<file path="src/hdl/rpms_pkg.sv">
// rpms_pkg: shared types, constants and helper functions for the radius point match search
// no dependencies; imported by every module of the block but rpms_check
package rpms_pkg;

    localparam int ANGLE_W     = 32;
    localparam int COS_W       = 30;
    localparam int RADIUS_W    = 31;
    localparam int COUNT_OUT_W = 9;
    localparam int QUEUE_DEPTH = 2;

    localparam logic [1:0] MODE_CLEAR  = 2'd0;
    localparam logic [1:0] MODE_APPEND = 2'd1;
    localparam logic [1:0] MODE_QUERY  = 2'd2;

    localparam logic [COS_W-1:0]   Q_ONE       = 30'h2000_0000;
    localparam logic [ANGLE_W-1:0] PI_Q29      = 32'd1686629713;
    localparam logic [ANGLE_W-1:0] HALF_PI_Q29 = 32'd843314856;
    localparam logic [2:0]         HORNER_STEPS = 3'd5;

    typedef enum logic [1:0] {
        OP_CLEAR,
        OP_APPEND,
        OP_QUERY,
        OP_NONE
    } op_t;

    typedef enum logic [1:0] {
        FR_IDLE,
        FR_COS,
        FR_PUSH
    } fr_state_t;

    typedef enum logic [2:0] {
        COS_IDLE,
        COS_SQUARE,
        COS_X2,
        COS_TMUL,
        COS_RECIP,
        COS_EST,
        COS_FIX,
        COS_DONE
    } cos_phase_t;

    typedef enum logic [1:0] {
        BK_IDLE,
        BK_SCAN,
        BK_DRAIN
    } bk_state_t;

    typedef struct packed {
        op_t                op;
        logic [ANGLE_W-1:0] lon;
        logic [ANGLE_W-1:0] lat;
        logic [COS_W-1:0]   cosv;
    } q_entry_t;

    typedef struct packed {
        logic               start;
        logic [ANGLE_W-1:0] lat;
    } cos_req_t;

    typedef struct packed {
        logic             done;
        logic [COS_W-1:0] cosv;
    } cos_rsp_t;

    function automatic op_t classify(input logic [1:0] mode);
        op_t op;
        case (mode)
            MODE_CLEAR:  op = OP_CLEAR;
            MODE_APPEND: op = OP_APPEND;
            MODE_QUERY:  op = OP_QUERY;
            default:     op = OP_NONE;
        endcase
        return op;
    endfunction

    // taylor divisors of the cosine series, innermost first
    function automatic logic [7:0] horner_divisor(input logic [2:0] step);
        logic [7:0] k;
        case (step)
            3'd0:    k = 8'd132;
            3'd1:    k = 8'd90;
            3'd2:    k = 8'd56;
            3'd3:    k = 8'd30;
            3'd4:    k = 8'd12;
            default: k = 8'd1;
        endcase
        return k;
    endfunction

    // floor(2^32 / divisor), saturated to 2^32 - 1 for the default divisor of 1
    function automatic logic [31:0] horner_recip(input logic [2:0] step);
        logic [31:0] m;
        case (step)
            3'd0:    m = 32'd32537631;
            3'd1:    m = 32'd47721858;
            3'd2:    m = 32'd76695844;
            3'd3:    m = 32'd143165576;
            3'd4:    m = 32'd357913941;
            default: m = 32'hFFFF_FFFF;
        endcase
        return m;
    endfunction

endpackage

</file>
<file path="src/hdl/rpms_cos.sv">
// rpms_cos: iterative |cos(lat)| unit on one shared 32x32 multiplier
// depends on rpms_pkg
module rpms_cos (
    input  logic              aclk,
    input  logic              aresetn,
    input  rpms_pkg::cos_req_t req,
    output rpms_pkg::cos_rsp_t rsp
);
    import rpms_pkg::*;

    cos_phase_t        phase_reg, phase_next;
    logic [COS_W-1:0]  x_reg;
    logic [30:0]       x2_reg;
    logic [COS_W-1:0]  t_reg;
    logic [30:0]       n_reg;
    logic [COS_W-1:0]  q_reg;
    logic [2:0]        step_reg;
    logic [63:0]       prod_reg;
    logic [COS_W-1:0]  cos_reg;

    logic [31:0] mul_a;
    logic [31:0] mul_b;
    logic [63:0] mul_p;
    logic [31:0] lat_abs;
    logic [31:0] x_fold;
    logic [30:0] rem;
    logic [COS_W-1:0] q_fix;
    logic [COS_W-1:0] q_last;

    assign mul_p   = 64'(mul_a) * 64'(mul_b);
    assign lat_abs = req.lat[31] ? (32'd0 - req.lat) : req.lat;
    assign rem     = n_reg - prod_reg[30:0];
    assign q_fix   = (rem >= {23'd0, horner_divisor(step_reg)}) ? (q_reg + 30'd1) : q_reg;
    assign q_last  = prod_reg[59:30];

    // fold the angle into [0, pi/2]
    always_comb begin
        if (lat_abs >= PI_Q29) begin
            x_fold = lat_abs - PI_Q29;
        end else if (lat_abs > HALF_PI_Q29) begin
            x_fold = PI_Q29 - lat_abs;
        end else begin
            x_fold = lat_abs;
        end
    end

    always_comb begin
        phase_next = phase_reg;
        case (phase_reg)
            COS_IDLE: begin
                if (req.start) begin
                    phase_next = COS_SQUARE;
                end
            end
            COS_SQUARE: phase_next = COS_X2;
            COS_X2:     phase_next = COS_TMUL;
            COS_TMUL:   phase_next = COS_RECIP;
            COS_RECIP: begin
                if (step_reg == HORNER_STEPS) begin
                    phase_next = COS_DONE;
                end else begin
                    phase_next = COS_EST;
                end
            end
            COS_EST:  phase_next = COS_FIX;
            COS_FIX:  phase_next = COS_TMUL;
            COS_DONE: phase_next = COS_IDLE;
            default:  phase_next = COS_IDLE;
        endcase
    end

    always_comb begin
        mul_a    = '0;
        mul_b    = '0;
        rsp.done = 1'b0;
        rsp.cosv = cos_reg;
        case (phase_reg)
            COS_SQUARE: begin
                mul_a = {2'd0, x_reg};
                mul_b = {2'd0, x_reg};
            end
            COS_TMUL: begin
                mul_a = {1'b0, x2_reg};
                mul_b = {2'd0, t_reg};
            end
            COS_RECIP: begin
                mul_a = {1'b0, prod_reg[59:29]};
                mul_b = horner_recip(step_reg);
            end
            COS_EST: begin
                mul_a = {2'd0, prod_reg[61:32]};
                mul_b = {24'd0, horner_divisor(step_reg)};
            end
            COS_DONE: rsp.done = 1'b1;
            default: begin
                mul_a = '0;
                mul_b = '0;
            end
        endcase
    end

    always_ff @(posedge aclk) begin
        if (!aresetn) begin
            phase_reg <= COS_IDLE;
        end else begin
            phase_reg <= phase_next;
        end
    end

    always_ff @(posedge aclk) begin
        prod_reg <= mul_p;
        case (phase_reg)
            COS_IDLE: begin
                x_reg <= x_fold[COS_W-1:0];
            end
            COS_X2: begin
                x2_reg   <= prod_reg[59:29];
                t_reg    <= Q_ONE;
                step_reg <= '0;
            end
            COS_RECIP: begin
                n_reg <= prod_reg[59:29];
                if (step_reg == HORNER_STEPS) begin
                    cos_reg <= (q_last >= Q_ONE) ? '0 : (Q_ONE - q_last);
                end
            end
            COS_EST: begin
                q_reg <= prod_reg[61:32];
            end
            COS_FIX: begin
                t_reg    <= Q_ONE - q_fix;
                step_reg <= step_reg + 3'd1;
            end
            default: begin
                step_reg <= step_reg;
            end
        endcase
    end

endmodule

</file>
<file path="src/hdl/rpms_front.sv">
// rpms_front: accepts input beats, classifies them and works out |cos(lat)| for queries
// depends on rpms_pkg and rpms_cos
module rpms_front (
    input  logic                     aclk,
    input  logic                     aresetn,
    input  logic                     s_valid,
    output logic                     s_ready,
    input  logic [1:0]               s_mode,
    input  logic signed [31:0]       s_lon,
    input  logic signed [31:0]       s_lat,
    output logic                     push,
    output rpms_pkg::q_entry_t       push_entry,
    input  logic                     q_full
);
    import rpms_pkg::*;

    fr_state_t state_reg, state_next;
    q_entry_t  entry_reg;
    cos_req_t  cos_req;
    cos_rsp_t  cos_rsp;
    logic      accept;

    rpms_cos u_cos (
        .aclk    (aclk),
        .aresetn (aresetn),
        .req     (cos_req),
        .rsp     (cos_rsp)
    );

    assign accept     = s_valid && s_ready;
    assign push_entry = entry_reg;

    always_comb begin
        state_next = state_reg;
        case (state_reg)
            FR_IDLE: begin
                if (accept) begin
                    state_next = (s_mode == MODE_QUERY) ? FR_COS : FR_PUSH;
                end
            end
            FR_COS: begin
                if (cos_rsp.done) begin
                    state_next = FR_PUSH;
                end
            end
            FR_PUSH: begin
                if (!q_full) begin
                    state_next = FR_IDLE;
                end
            end
            default: state_next = FR_IDLE;
        endcase
    end

    always_comb begin
        s_ready       = (state_reg == FR_IDLE);
        push          = (state_reg == FR_PUSH) && !q_full;
        cos_req.start = accept && (s_mode == MODE_QUERY);
        cos_req.lat   = s_lat;
    end

    always_ff @(posedge aclk) begin
        if (!aresetn) begin
            state_reg <= FR_IDLE;
        end else begin
            state_reg <= state_next;
        end
    end

    always_ff @(posedge aclk) begin
        if (accept) begin
            entry_reg.op  <= classify(s_mode);
            entry_reg.lon <= s_lon;
            entry_reg.lat <= s_lat;
        end
        if (cos_rsp.done) begin
            entry_reg.cosv <= cos_rsp.cosv;
        end
    end

endmodule

</file>
<file path="config.mk">
export PLATFORM = sky130hd
export DESIGN_NAME = rpms_front
export DESIGN_NICKNAME = d
export VERILOG_FILES = /design/src/hdl/rpms_pkg.sv /design/src/hdl/rpms_cos.sv /design/src/hdl/rpms_front.sv
export SDC_FILE = /design/constraint.sdc
export NUM_CORES = 2
export LEC_CHECK = 0
export BUFFER_PORTS_ARGS = -buffer_cell sky130_fd_sc_hd__buf_4
export CAP_MARGIN = 20
export CORE_ASPECT_RATIO = 0.9
export CORE_MARGIN = 5
export CORE_UTILIZATION = 65
export CTS_CLUSTER_DIAMETER = 80
export CTS_CLUSTER_SIZE = 14
export DETAILED_ROUTE_END_ITERATION = 10
export HOLD_SLACK_MARGIN = 0.03
export PLACE_DENSITY = 0.92
export SLEW_MARGIN = 20
export SYNTH_ARGS = -nofsm -noshare
export SYNTH_HDL_FRONTEND = slang
export SYNTH_SLANG_ARGS = --single-unit
</file>
<file path="constraint.sdc">
create_clock -name aclk -period 21.9 [get_ports aclk]
set_clock_uncertainty 0.15 [all_clocks]
set_input_delay 4.38 -clock aclk [delete_from_list [all_inputs] [get_ports aclk]]
set_output_delay 4.38 -clock aclk [all_outputs]
set_load 0.03 [all_outputs]
</file>
==> reports/metrics.csv <==
stage,metric,value,unit
logic_synthesis,"EDFF count, synth",281,
clock_network,worst skew pair latency,0.62,ns
logic_synthesis,Synth Instances,5134,
floorplan,# rows,95,
power,overall power,1.55,mW
clock_network,CTS max path bufs,3,
sta,Slew @ Worst Pin,1.28,ns
clock_network,clk root buf,clkbuf_16,
run_status,run status,"finished, final reports clean",
sta,Max Clk Rate,78.1,MHz
global_routing,largest net degree at the start of global routing,86,
route,wire per inst,25.8,microns
setup_path,Crit Path Class,reg -> reg,
route,DR DRC count,0,
setup_path,"CP delay by family, top",adder cells,
worst_hold_path,worst min-delay path class,reg -> reg,
route,DRT iter0 DRCs,5020,
route,post-route ant nets,0,
global_routing,"Remaining Overflow, GRT",0,
logic_synthesis,syn nets,6370,
sta,Slew Limit Headroom,14.6,%
logic_synthesis,Synth Cell Area,48500,sq um
setup_path,critical path's largest stage delay,0.94,ns
sta,Final Cycle Share,58.5,%
clock_network,cts-stage hold buffer count,0,
logic_synthesis,fraction of registers with async set/reset,0,%
layout,"most common cell after layout, fill and taps aside",inv_1,
place,PortBufs,167,
logic_synthesis,top_reg_cell synth,edfxtp_1,
place,GP Congestion,1.02,
route,total number of vias,39815,
place,pre-CTS WS,9.53,ns
floorplan,boundary pin count,168,
layout,fin area,52000,sq um
setup_path,Critical Path RT,22.26,ns
layout,Largest register FFs,96,
setup_path,worst-path fanout max,46,
layout,synthesis-to-finish area growth,7.15,%
global_routing,vias in the first global route,41829,
setup_path,CP max-delay cell,o311ai_0,
setup_path,flop-to-flop setup slack,9.10,ns
power,maximum vdd drop,0.0800,mV
floorplan,core area,74300,sq um
clock_network,CTS tree,built,
clock_network,CTS sink count,348,
logic_synthesis,Ys Warns,0,
route,Initial DRT Pass Iterations,8,
layout,highest-count cells in the layout ignoring fill and taps,"952 x inv_1, 866 x fa_1, 727 x nand2_1",
setup_path,Critical Path End Type,flip-flop,
sta,final number of setup-violating endpoints,0,
clock_network,CTS Buf Count,28,
sta,RSZ-0062 raised after global routing,false,
route,Vias per Instance,6.42,
clock_network,H-tree depth,1,
floorplan,Die Y,269,microns
clock_network,post-CTS sizing,0,
global_routing,first-pass GRT wire length,243,mm
floorplan,Die Wd,298,microns
sta,Setup TNS,0,ns
sta,final hold violation count,0,
setup_path,Bufs and invs on worst path,6,
logic_synthesis,Yosys cell types,102,
logic_synthesis,"Avg Cell Area, Syn",9.45,sq um
floorplan,starting density of the core,65.3,%
place,DP Area,51100,sq um
floorplan,Die Area,80200,sq um
logic_synthesis,Yosys reg bits,348,
sta,Final Max Tran Viols,0,
global_routing,initial antenna violation count,5,
logic_synthesis,sequential share of the synthesized area,20.2,%
place,HPWL after DPL,120,mm
sta,Final Critical Period,12.80,ns
clock_network,post-CTS setup buffer count,0,
setup_path,"most used cell, CP",fa_1,
layout,final net count,6441,
sta,worst setup margin,9.10,ns
global_routing,total track usage,39.7,%
power,Pleak,24.4,nW
setup_path,crit path DAT,13.16,ns
route,Routed WL,160,mm
layout,layout cells sized above 1,7.62,%
job,max-cap viol count,0,
setup_path,Startpoint Class,flip-flop,
power,pwr dens,29.9,nW/um^2
clock_network,clk slew on worst S/H paths,0.07,ns
routing by layer:
metal  global-route usage, %  wire, microns  up-vias
met5                       0             32        -
met4                    24.3          13700        4
met3                    13.8          23500      929
met2                    59.7          68800     3121
met1                    49.8          54100    19416
li1                        -              -    16345
cell families after synthesis:
| kind of cell | count (synthesis) | share of synthesized area (%) |
|---|---|---|
| simple gates | 1625 | 14.4 |
| buf+inv | 1205 | 9.43 |
| fa+ha+maj | 1166 | 43.5 |
| compound gates | 574 | 8.52 |
| flops | 348 | 20.2 |
| xor+xnor | 185 | 3.41 |
| mux | 31 | 0.663 |
path summary, 6_finish.rpt:
path	depth (start not counted)	end	from
max	34	u_cos.prod_reg[61]	u_cos.phase_reg[1]
min	0	push_entry[23]	u_cos.cos_reg[23]
max reg2reg	34	u_cos.prod_reg[61]	u_cos.phase_reg[1]
min reg2reg	0	push_entry[23]	u_cos.cos_reg[23]
Yosys cell counts, drive strengths merged (34+ instances only):
library cell  number  area share [%]
inv              956             7.4
fa               866              36
nand2            728             5.6
nor2             556             4.3
ha               300             7.7
edfxtp           281              17
clkbuf           213             1.6
xnor2            117             2.2
a21oi            110             1.2
o21ai            104             1.1
xor2              68             1.2
dfxtp             67             2.8
nand3             54            0.56
a21o              52            0.80
a221oi            46            0.83
nor3              46            0.48
a221o             40            0.83
nand2b            36            0.46
buf               34            0.37
where the power goes:
part | switching, mW | internal, mW
clock network | 0.239 | 0.243
logic | 0.194 | 0.0919
registers | 0.0345 | 0.750
total | 0.467 | 1.08
through the flow:
step           hold WS (ns)  util [%]  cells
2_1_floorplan         0.250         -   5134
4_1_cts               0.207      69.9   6195
3_3_place_gp          0.253      68.8   6144
6_report              0.211      70.0   6201
3_5_place_dp          0.255      68.8   6144
5_1_grt               0.235      70.0   6196
final cells by class:
type / instances / area [sq um]
multi-input cells: 3581 / 34400
fillers: 5258 / 22300
flip-flops and latches: 348 / 9780
inverters: 958 / 3600
repair buffers: 288 / 2180
well taps: 970 / 1210
clock buffers: 50 / 787
clock inverters: 1 / 30.0
diodes: 5 / 12.5
worst register-to-register path: cells and delay by family (launching register included):
| kind | cells | cell delay [ns] |
|---|---|---|
| adders and majority gates | 9 | 4.16 |
| AOI/OAI and AO/OA | 11 | 4.00 |
| buffers and inverters | 6 | 1.89 |
| and+or+nand+nor | 7 | 1.89 |
| DFF | 1 | 0.48 |
| xor gates and xnor gates | 1 | 0.13 |
Note: power is estimated with default switching activity, not from simulation.
