<file path="src/hdl/rpms_pkg.sv">
// rpms_pkg: shared types, constants and helper functions for the radius point match search
// no dependencies; imported by every module of the block but rpms_check
package rpms_pkg;

    localparam int ANGLE_W     = 32;
    localparam int COS_W       = 30;
    localparam int RADIUS_W    = 31;
    localparam int COUNT_OUT_W = 9;
    localparam int QUEUE_DEPTH = 2;

    localparam logic [1:0] MODE_CLEAR  = 2'd0;
    localparam logic [1:0] MODE_APPEND = 2'd1;
    localparam logic [1:0] MODE_QUERY  = 2'd2;

    localparam logic [COS_W-1:0]   Q_ONE       = 30'h2000_0000;
    localparam logic [ANGLE_W-1:0] PI_Q29      = 32'd1686629713;
    localparam logic [ANGLE_W-1:0] HALF_PI_Q29 = 32'd843314856;
    localparam logic [2:0]         HORNER_STEPS = 3'd5;

    typedef enum logic [1:0] {
        OP_CLEAR,
        OP_APPEND,
        OP_QUERY,
        OP_NONE
    } op_t;

    typedef enum logic [1:0] {
        FR_IDLE,
        FR_COS,
        FR_PUSH
    } fr_state_t;

    typedef enum logic [2:0] {
        COS_IDLE,
        COS_SQUARE,
        COS_X2,
        COS_TMUL,
        COS_RECIP,
        COS_EST,
        COS_FIX,
        COS_DONE
    } cos_phase_t;

    typedef enum logic [1:0] {
        BK_IDLE,
        BK_SCAN,
        BK_DRAIN
    } bk_state_t;

    typedef struct packed {
        op_t                op;
        logic [ANGLE_W-1:0] lon;
        logic [ANGLE_W-1:0] lat;
        logic [COS_W-1:0]   cosv;
    } q_entry_t;

    typedef struct packed {
        logic               start;
        logic [ANGLE_W-1:0] lat;
    } cos_req_t;

    typedef struct packed {
        logic             done;
        logic [COS_W-1:0] cosv;
    } cos_rsp_t;

    function automatic op_t classify(input logic [1:0] mode);
        op_t op;
        case (mode)
            MODE_CLEAR:  op = OP_CLEAR;
            MODE_APPEND: op = OP_APPEND;
            MODE_QUERY:  op = OP_QUERY;
            default:     op = OP_NONE;
        endcase
        return op;
    endfunction

    // taylor divisors of the cosine series, innermost first
    function automatic logic [7:0] horner_divisor(input logic [2:0] step);
        logic [7:0] k;
        case (step)
            3'd0:    k = 8'd132;
            3'd1:    k = 8'd90;
            3'd2:    k = 8'd56;
            3'd3:    k = 8'd30;
            3'd4:    k = 8'd12;
            default: k = 8'd1;
        endcase
        return k;
    endfunction

    // floor(2^32 / divisor), saturated to 2^32 - 1 for the default divisor of 1
    function automatic logic [31:0] horner_recip(input logic [2:0] step);
        logic [31:0] m;
        case (step)
            3'd0:    m = 32'd32537631;
            3'd1:    m = 32'd47721858;
            3'd2:    m = 32'd76695844;
            3'd3:    m = 32'd143165576;
            3'd4:    m = 32'd357913941;
            default: m = 32'hFFFF_FFFF;
        endcase
        return m;
    endfunction

endpackage

</file>
<file path="src/hdl/rpms_queue.sv">
// rpms_queue: short fifo of classified items between the front and the back
// depends on rpms_pkg
module rpms_queue (
    input  logic               aclk,
    input  logic               aresetn,
    input  logic               push,
    input  rpms_pkg::q_entry_t push_entry,
    output logic               q_full,
    input  logic               pop,
    output rpms_pkg::q_entry_t head,
    output logic               q_nonempty
);
    import rpms_pkg::*;

    localparam int PW = (QUEUE_DEPTH > 1) ? $clog2(QUEUE_DEPTH) : 1;
    localparam int FW = $clog2(QUEUE_DEPTH + 1);

    q_entry_t        entries_reg [QUEUE_DEPTH];
    logic [PW-1:0]   wr_ptr_reg, wr_ptr_next;
    logic [PW-1:0]   rd_ptr_reg, rd_ptr_next;
    logic [FW-1:0]   fill_reg, fill_next;

    assign q_full     = (fill_reg == FW'(QUEUE_DEPTH));
    assign q_nonempty = (fill_reg != '0);
    assign head       = entries_reg[rd_ptr_reg];

    always_comb begin
        wr_ptr_next = wr_ptr_reg;
        rd_ptr_next = rd_ptr_reg;
        if (push) begin
            wr_ptr_next = (wr_ptr_reg == PW'(QUEUE_DEPTH - 1)) ? '0 : (wr_ptr_reg + PW'(1));
        end
        if (pop) begin
            rd_ptr_next = (rd_ptr_reg == PW'(QUEUE_DEPTH - 1)) ? '0 : (rd_ptr_reg + PW'(1));
        end
        fill_next = fill_reg + FW'(push) - FW'(pop);
    end

    always_ff @(posedge aclk) begin
        if (!aresetn) begin
            wr_ptr_reg <= '0;
            rd_ptr_reg <= '0;
            fill_reg   <= '0;
        end else begin
            wr_ptr_reg <= wr_ptr_next;
            rd_ptr_reg <= rd_ptr_next;
            fill_reg   <= fill_next;
        end
    end

    always_ff @(posedge aclk) begin
        if (push) begin
            entries_reg[wr_ptr_reg] <= push_entry;
        end
    end

endmodule

</file>
<file path="config.mk">
export PLATFORM = sky130hd
export DESIGN_NAME = rpms_queue
export DESIGN_NICKNAME = d
export VERILOG_FILES = /design/src/hdl/rpms_pkg.sv /design/src/hdl/rpms_queue.sv
export SDC_FILE = /design/constraint.sdc
export NUM_CORES = 1
export LEC_CHECK = 0
export ABC_AREA = 1
export BUFFER_PORTS_ARGS = -buffer_cell sky130_fd_sc_hd__buf_2
export CORE_UTILIZATION = 45
export CTS_CLUSTER_DIAMETER = 60
export DETAILED_ROUTE_END_ITERATION = 8
export PLACE_DENSITY = 0.7
export SLEW_MARGIN = 20
export SYNTH_ARGS = -nofsm -noshare
export SYNTH_HDL_FRONTEND = slang
export SYNTH_SLANG_ARGS = --single-unit
</file>
<file path="constraint.sdc">
create_clock -name aclk -period 9.1 [get_ports aclk]
set_input_delay 1.82 -clock aclk [delete_from_list [all_inputs] [get_ports aclk]]
set_output_delay 1.82 -clock aclk [all_outputs]
set_load 0.1 [all_outputs]
</file>
==> qor.txt, run 1 <==
outcome: finished, final reports clean
Worst Path Arrival: 2.74 ns
DR iter-0 viols: 176
worst r2r src: wr_ptr_reg
die area: 16900 µm²
Post-Place Worst Slack: 4.93 ns
WL/cell: 16.5 µm
IO Pins: 198
postcts setup bufs: 0
hold_sp: rd_ptr_reg
final setup TNS: 0 ns
RR Endpoint: entries_reg[1][51]
worst-margin pin slew: 0.846 ns
RSZ-0062 raised after global routing: no
Post-CTS Hold Buffers: 0
final period utilization: 50.1%
Die W: 130 µm
Via Count: 3669
crit end category: output pin
Worst Setup Start Kind: flip-flop
H-tree depth: 4
Skew-Pair Late Insertion Delay: 0.43 ns
CP Max Fanout: 52
layout cell share with drive strength beyond 1: 59.2%
# nets final: 643
DRC: 0
highest clock rate: 0.219 GHz
final wirelength: 12.8 mm
first-pass GRT wire length: 18.9 mm
clock slew at reported path FFs: 0.06 ns
Global Route Usage Sum: 15.4%
Post-Syn Instances: 332
skew final: 0.00549 ns
Fin. Hold Viols: 0
Max-cap violations: 0
root buffer cell: clkbuf_16
die height: 130 µm
Post-DRT Antenna Nets: 0
leak pwr: 3.52 nW
CTS tree: built
Worst R2R Path Depth: 3
Area Growth Syn to Fin: 23.8%
Mean Syn Cell Area: 22.1 µm²
worst-case hold slack: 0.505 ns
Initial Utilization: 46.1%
Synth Register Bits: 197
Overflow after GRT: 0
Core ar.: 15900 µm²
Required @ worst endpoint: 7.28 ns
Slew Viols, Final: 0
clock sinks: 197
Syn Nets: 434
GPL Wtd Cong: 0.711
PortBufs: 197
Slew headroom: 43.6%
Core Rows: 46
DP Area: 8520 µm²
CTS-repair resized insts: 0
clock buffer count from CTS: 17
Inst Count DP: 738
final core occ: 57.1%
Syn. warnings: 0
initial antenna violation count: 1
Vias/cell: 4.76
Final WS setup: 4.54 ns
largest net degree at the start of global routing: 56
VDD IR-drop max: 0.191 mV
pwr dens: 248 nW/µm²
commonest non-fill, non-tap cell in the layout: buf_2
CTS Buffer Depth: 2
Fill cells: 1229
fin area: 9100 µm²
r2r setup slk: 7.06 ns
Finished Layout Cells: 771
Mapped Area: 7350 µm²
commonest non-fill, non-tap cells in the layout: buf_2, edfxtp_1, mux2_2, mux2_4, clkbuf_16
Overall Power: 2.26 mW
Final min period: 4.56 ns
number of flip-flops in the largest register: 192
Setup-failing EPs final: 0
DP Wirelength: 8.62 mm
vias in the first global route: 3856
worst hold stages: 2
Pre-antenna DRT Iters: 4
post-synthesis sequential area ratio: 79.8%
CP Class: reg2out
worst min path class: reg2reg
Cell variety after synth: 14
[power by group]
| group | total [mW] | switching [mW] | internal, mW |
|---|---|---|---|
| Sequential | 1.07 | 0.0177 | 1.05 |
| Clock | 0.726 | 0.319 | 0.408 |
| Combinational | 0.461 | 0.369 | 0.0927 |
| Total | 2.26 | 0.705 | 1.55 |
[kinds of logic after synthesis]
kind of cell    Yosys count  synth area share (%)
flops                   197                  79.8
compound gates            1                0.0680
simple gates             18                 0.936
buf+inv                  18                  2.14
fa+ha+maj                 2                 0.340
mux                      96                  16.7
[worst max path at each step]
stage / endpoint / cells past startpoint
2_1_floorplan: entries_reg[0][0] / 2
3_3_place_gp: head[91] / 3
3_5_place_dp: head[68] / 3
4_1_cts: head[68] / 3
5_1_grt: head[68] / 3
6_report: head[68] / 3
[cells in the mapped netlist]
cell	instances	area share [%]
edfxtp_1	192	78
mux2_2	56	8.6
mux2_4	40	8.2
nand2_1	9	0.46
nor2_1	8	0.41
inv_1	7	0.36
buf_2	5	0.34
dfxtp_1	5	1.4
buf_12	4	1.1
ha_1	2	0.34
a21oi_1	1	0.068
buf_6	1	0.15
buf_8	1	0.20
nand3_1	1	0.068
[cell type report]
class / instances / area, µm² / area share (%)
Inverter: 7 / 28.8 / 0.316
Timing Repair Buffer: 201 / 1020 / 11.2
Antenna cell: 1 / 2.50 / 0.0275
Sequential cell: 197 / 5870 / 64.5
Tap cell: 216 / 270 / 2.97
Clock buffer: 18 / 429 / 4.71
Multi-Input combinational cell: 117 / 1340 / 14.7
Clock inverter: 14 / 150 / 1.65
[worst max-delay path, cell delays in order (launching register included)]
cell and delay [ns]:
dfxtp_4 0.77, buf_4 0.79, mux2_4 0.30, buf_2 0.42
[per-layer routing]
layer | vias to the layer above | wire (µm) | track usage, %
met5 | - | 0 | 0
met4 | 0 | 212 | 7.18
met3 | 14 | 1090 | 5.86
met2 | 149 | 6250 | 25.9
met1 | 1791 | 5200 | 17.4
li1 | 1715 | - | -
Power figures use the tool's default switching activity.
==> inputs of run 2 (changes only) <==
--- a/config.mk
+++ b/config.mk
@@ -10,7 +10,7 @@
 export CORE_UTILIZATION = 45
 export CTS_CLUSTER_DIAMETER = 60
 export DETAILED_ROUTE_END_ITERATION = 8
-export PLACE_DENSITY = 0.7
+export PLACE_DENSITY = 0.73
 export SLEW_MARGIN = 20
 export SYNTH_ARGS = -nofsm -noshare
 export SYNTH_HDL_FRONTEND = slang
==> constraint.sdc (replaced) <==
create_clock -name aclk -period 3.8 [get_ports aclk]
set_input_delay 0.76 -clock aclk [delete_from_list [all_inputs] [get_ports aclk]]
set_output_delay 0.76 -clock aclk [all_outputs]
set_load 0.1 [all_outputs]
==> run 2 against run 1 <==
- sequential power rose by 140%
- sequential share of layout area down 0.31 points
- register-to-register slack worse by 5.0 ns
- global-route usage down 0.094 points
- via count up 0.33%
- total power increased by 140%
- combinational power grew 140%
- clock power increased by 140%
- cell area is 0.48% higher
- first-iteration DRC count grew 12%
- clock skew is 0.0014 ns higher
==> qor.txt, run 2 (same netlist as run 1, synthesis figures left out) <==
clock sinks: 197 (unchanged)
Post-DRT Antenna Nets: 0 (unchanged)
Setup-failing EPs final: 0 (unchanged)
first-pass GRT wire length: 19.0 mm (+0.30%)
RSZ-0062 raised after global routing: no
DRC: 0 (unchanged)
Global Route Usage Sum: 15.3% (-0.094 points)
Pre-antenna DRT Iters: 4 (unchanged)
IO Pins: 198 (unchanged)
layout cell share with drive strength beyond 1: 59.2% (unchanged)
Fin. Hold Viols: 0 (unchanged)
Worst Setup Start Kind: flip-flop
Initial Utilization: 46.1% (unchanged)
Slew headroom: 54.8% (+11 points)
clock slew at reported path FFs: 0.07 ns (about the same)
postcts setup bufs: 0 (unchanged)
Core Rows: 46 (unchanged)
outcome: finished, final reports clean
NetSw: 1.67 mW (+140%)
DR iter-0 viols: 197 (+12%)
Core ar.: 15900 µm² (unchanged)
highest clock rate: 0.336 GHz
GPL Wtd Cong: 0.682 (-4.2%)
Area Growth Syn to Fin: 24.4%
final wirelength: 12.7 mm (-0.45%)
root buffer cell: clkbuf_16
commonest non-fill, non-tap cells in the layout: buf_2, edfxtp_1, mux2_2, mux2_4, clkbuf_16
Int Pwr: 3.77 mW (+140%)
Inst Count DP: 738 (unchanged)
Skew-Pair Late Insertion Delay: 0.42 ns (about the same)
worst-margin pin slew: 0.678 ns (-0.168 ns)
PortBufs: 197 (unchanged)
Worst Path Arrival: 2.22 ns (-0.52 ns)
CTS Buffer Depth: 2 (unchanged)
Overflow after GRT: 0 (unchanged)
Post-CTS Hold Buffers: 0 (unchanged)
leak pwr: 3.55 nW (+0.60%)
worst path cell trace: buf_4 > mux2_2 > buf_2
Die W: 130 µm (unchanged)
Max-cap violations: 0 (unchanged)
Reg area: 5870 µm² (unchanged)
Final min period: 2.98 ns
Via Count: 3681 (+0.33%)
clock power share: 32.6% (+0.4 points)
area occupied by multi-input gates: 1340 µm² (unchanged)
pwr dens: 595 nW/µm² (+140%)
Fill cells: 1237 (+0.65%)
clock buffer count from CTS: 17 (unchanged)
switching share of power: 30.7% (-0.59 points)
VDD IR-drop max: 0.338 mV (+77%)
CTS tree: built
Vias/cell: 4.78 (+0.46%)
number of flip-flops in the largest register: 192 (unchanged)
Seq pwr share: 46.9% (-0.4 points)
CP Max Fanout: 28 (-46%)
H-tree depth: 4 (unchanged)
die area: 16900 µm² (unchanged)
CP peak stage delay: 0.65 ns (-0.14 ns)
DP Wirelength: 8.22 mm (-4.6%)
Crit-path slowest cell: dfxtp_4
Slew Viols, Final: 0 (unchanged)
Finished Layout Cells: 770 (-0.13%)
Buf/Inv on CP: 2 (unchanged)
Required @ worst endpoint: 3.04 ns (-4.24 ns)
vias in the first global route: 3851 (-0.13%)
combinational fraction of design power: 20.5% (about the same)
die height: 130 µm (unchanged)
initial antenna violation count: 1 (unchanged)
skew final: 0.00693 ns (+0.00144 ns)
CP Class: reg2out
# nets final: 643 (unchanged)
crit end category: output pin
Ant. Diodes: 0 (-1)
largest net degree at the start of global routing: 97 (+73%)
final setup TNS: 0 ns (unchanged)
worst min path class: reg2reg
commonest non-fill, non-tap cell in the layout: buf_2
CTS-repair resized insts: 0 (unchanged)
final period utilization: 78.4%
Crit path max-delay family: buffers and inverters
WL/cell: 16.5 µm (-0.33%)
## run 2: cell count changes in the layout (fill, tap and decap cells not counted), moves of 3 or more
cell | previous run | this run
inv_6 | 4 | 1
clkinv_2 | 0 | 3
buf_4 | 4 | 1
buf_12 | 0 | 3
## run 2: final cells by class
class	count	share of cell area [%]
tap	216	2.95
clock buffer	18	4.69
clock inverter	14	1.74
sequential	197	64.2
multi-input combinational	117	14.6
timing repair buffer	201	11.5
inverter	7	0.315
## run 2: through the flow
stage          hold slack [ns]  instance area [µm²]  worst slack (ns)  util [%]  total power [mW]
3_3_place_gp             0.475                 8560              1.30      53.7              3.70
5_1_grt                  0.498                 9150             0.714      57.4              5.62
6_report                 0.506                 9150             0.822      57.4              5.44
2_1_floorplan            0.463                 7360            0.0960         -              3.55
3_5_place_dp             0.502                 8560              1.22      53.7              3.72
4_1_cts                  0.508                 9150             0.769      57.4              5.50
## run 2: path summary, 6_finish.rpt
path	start	endpoint	slack, ns	cells after the start
setup / recovery	flip-flop	head[94]	0.82	3
hold / removal	rd_ptr_reg	rd_ptr_reg	0.51	2
setup reg to reg	wr_ptr_reg	entries_reg[1][22]	2.05	3
hold reg to reg	rd_ptr_reg	rd_ptr_reg	0.51	2
## run 2: power groups by stage
stage               Combinational (mW)  Clock, mW  Sequential, mW
floorplan                        0.959          0            2.59
global placement                  1.11          0            2.59
detailed placement                1.12          0            2.60
CTS                               1.12       1.82            2.55
global route                      1.16       1.90            2.56
finish                            1.12       1.77            2.55
## run 2: worst min-delay path: cells and delay by family, from the launching register on
kind / cells / cell delay, ns
and+or+nand+nor: 2 / 0.14
DFF: 1 / 0.33
## run 2: per-layer routing
metal / global-route usage (%) / vias up / share of wire, %
met1: 17.7 / 1818 / 41
met3: 5.95 / 12 / 6.8
met2: 26.0 / 128 / 51
met4: 5.47 / 2 / 0.94
met5: 0 / - / 0.079
li1: - / 1721 / -
==> inputs of run 3 (changes only) <==
==> constraint.sdc (replaced) <==
create_clock -name aclk -period 2.5 [get_ports aclk]
set_input_delay 0.5 -clock aclk [delete_from_list [all_inputs] [get_ports aclk]]
set_output_delay 0.5 -clock aclk [all_outputs]
set_load 0.1 [all_outputs]
==> run 3 against run 2 <==
- via count about the same
- clock-buffer cell count up 1
- utilization grew 3.2 points
- combinational power is 71% higher
- die area unchanged
- first-iteration DRC count decreased by 9.1%
- setup slack got worse by 0.63 ns
- worst hold slack worse by 0.25 ns
- global-route usage grew 0.49 points
- wire length increased by 4.2%
- largest power group unchanged
==> qor.txt, run 3 (same netlist as run 1, synthesis figures left out) <==
Overflow after GRT: 0 (unchanged)
Die W: 130 µm (unchanged)
Vias/cell: 4.77 (-0.20%)
Ant. Diodes: 0 (unchanged)
Post-CTS Hold Buffers: 0 (unchanged)
DR iter-0 viols: 179 (-9.1%)
Final WS setup: 0.194 ns (-0.628 ns)
DRC: 0 (unchanged)
largest net degree at the start of global routing: 61 (-37%)
GPL Wtd Cong: 0.650 (-4.6%)
H-tree depth: 4 (unchanged)
DP Wirelength: 8.92 mm (+8.5%)
clock buffer count from CTS: 17 (unchanged)
Worst Setup Start Kind: flip-flop
clock sinks: 197 (unchanged)
Core Rows: 46 (unchanged)
commonest non-fill, non-tap cell in the layout: edfxtp_1
CTS-repair resized insts: 0 (unchanged)
worst path cell trace: buf_12 > mux2_2 > buf_2
Overall Power: 8.26 mW (+52%)
hold_sp: push_entry[33]
Skew-Pair Late Insertion Delay: 0.42 ns (about the same)
Finished Layout Cells: 772 (+0.26%)
Worst R2R Path Depth: 3 (unchanged)
Crit-path slowest cell: mux2_2
final core occ: 60.5% (+3.2 points)
Max-cap violations: 0 (unchanged)
Initial Utilization: 46.1% (unchanged)
final wirelength: 13.2 mm (+4.2%)
Inst Count DP: 740 (+0.27%)
Post-DRT Antenna Nets: 0 (unchanged)
die height: 130 µm (unchanged)
Pre-antenna DRT Iters: 4 (unchanged)
Post-Place Worst Slack: 0.635 ns (-0.581 ns)
WL/cell: 17.1 µm (+3.9%)
worst-margin pin slew: 0.502 ns (-0.176 ns)
highest clock rate: 0.434 GHz
Slew Viols, Final: 0 (unchanged)
# nets final: 645 (+0.31%)
final setup TNS: 0 ns (unchanged)
CTS tree: built
pwr dens: 856 nW/µm² (+44%)
Area Growth Syn to Fin: 31.3%
first-pass GRT wire length: 19.2 mm (+1.4%)
postcts setup bufs: 0 (unchanged)
Final min period: 2.31 ns
Slew headroom: 66.5% (+12 points)
Setup-failing EPs final: 0 (unchanged)
Global Route Usage Sum: 15.8% (+0.49 points)
Fill cells: 1185 (-4.2%)
Fin. Hold Viols: 0 (unchanged)
die area: 16900 µm² (unchanged)
outcome: finished, final reports clean
initial antenna violation count: 0 (-1)
Required @ worst endpoint: 2.00 ns (-1.04 ns)
layout cell share with drive strength beyond 1: 59.2% (about the same)
leak pwr: 3.72 nW (+4.9%)
skew final: 0.00329 ns (-0.00364 ns)
vias in the first global route: 3850 (-0.026%)
CP Max Fanout: 52 (+86%)
worst hold stages: 1 (-1)
Via Count: 3683 (+0.054%)
worst min path class: in2reg
CTS Buffer Depth: 2 (unchanged)
commonest non-fill, non-tap cells in the layout: edfxtp_1, buf_2, mux2_2, mux2_4, buf_12
crit end category: output pin
number of flip-flops in the largest register: 192 (unchanged)
CP Class: reg2out
Worst Path Arrival: 1.81 ns (-0.41 ns)
IO Pins: 198 (unchanged)
root buffer cell: clkbuf_16
Core ar.: 15900 µm² (unchanged)
CP peak stage delay: 0.38 ns (-0.27 ns)
VDD IR-drop max: 0.508 mV (+50%)
RSZ-0062 raised after global routing: no
clock slew at reported path FFs: 0.07 ns (about the same)
final period utilization: 92.2%
PortBufs: 197 (unchanged)
worst r2r src: wr_ptr_reg
-- run 3: cell types whose count changed in the layout (fill, tap and decap cells not counted), sizes merged --
cell      before  now
buf          201  203
bufinv         3    1
clkbuf        18   19
clkinv         9    8
clkinvlp       1    3
-- run 3: per-stage QoR --
step	cell area, µm²	hold WS, ns
final	9650	0.258
after global routing	9650	0.234
after CTS	9650	0.231
after detailed placement	9110	0.510
after global placement	9110	0.477
after floorplan	7360	0.463
-- run 3: worst paths after layout --
| path | to | slack, ns |
|---|---|---|
| setup reg to reg | entries_reg[1][48] | 1.07 |
| hold reg to reg | rd_ptr_reg | 0.52 |
| setup / recovery | head[84] | 0.19 |
| hold / removal | entries_reg[0][33] | 0.26 |
-- run 3: report_power, final --
group	switching [mW]	internal, mW	total (mW)	leakage [nW]
clock network	1.12	1.36	2.49	0.260
registers	0.0440	3.82	3.87	1.84
logic	1.40	0.512	1.91	1.61
-- run 3: layout make-up --
class                      instances  area [µm²]  area share, %
sequential                       197        5870           60.8
timing repair buffer             203        1610           16.6
multi-input combinational        117        1340           13.9
clock buffer                      19         433           4.48
tap                              216         270           2.80
clock inverter                    13         106           1.10
inverter                           7        30.0          0.311
-- run 3: critical path, delay by kind of cell, from the launching register on --
kind / cells / cell delay (ns)
buf+inv: 2 / 0.59
flops: 1 / 0.37
mux: 1 / 0.38
-- run 3: layer usage --
metal / GRT usage, % / part of all wire (%) / up-vias
met1: 17.8 / 40 / 1805
met3: 6.48 / 7.9 / 12
met2: 26.7 / 50 / 145
met5: 0 / 0 / -
met4: 6.57 / 1.3 / 0
li1: - / - / 1721
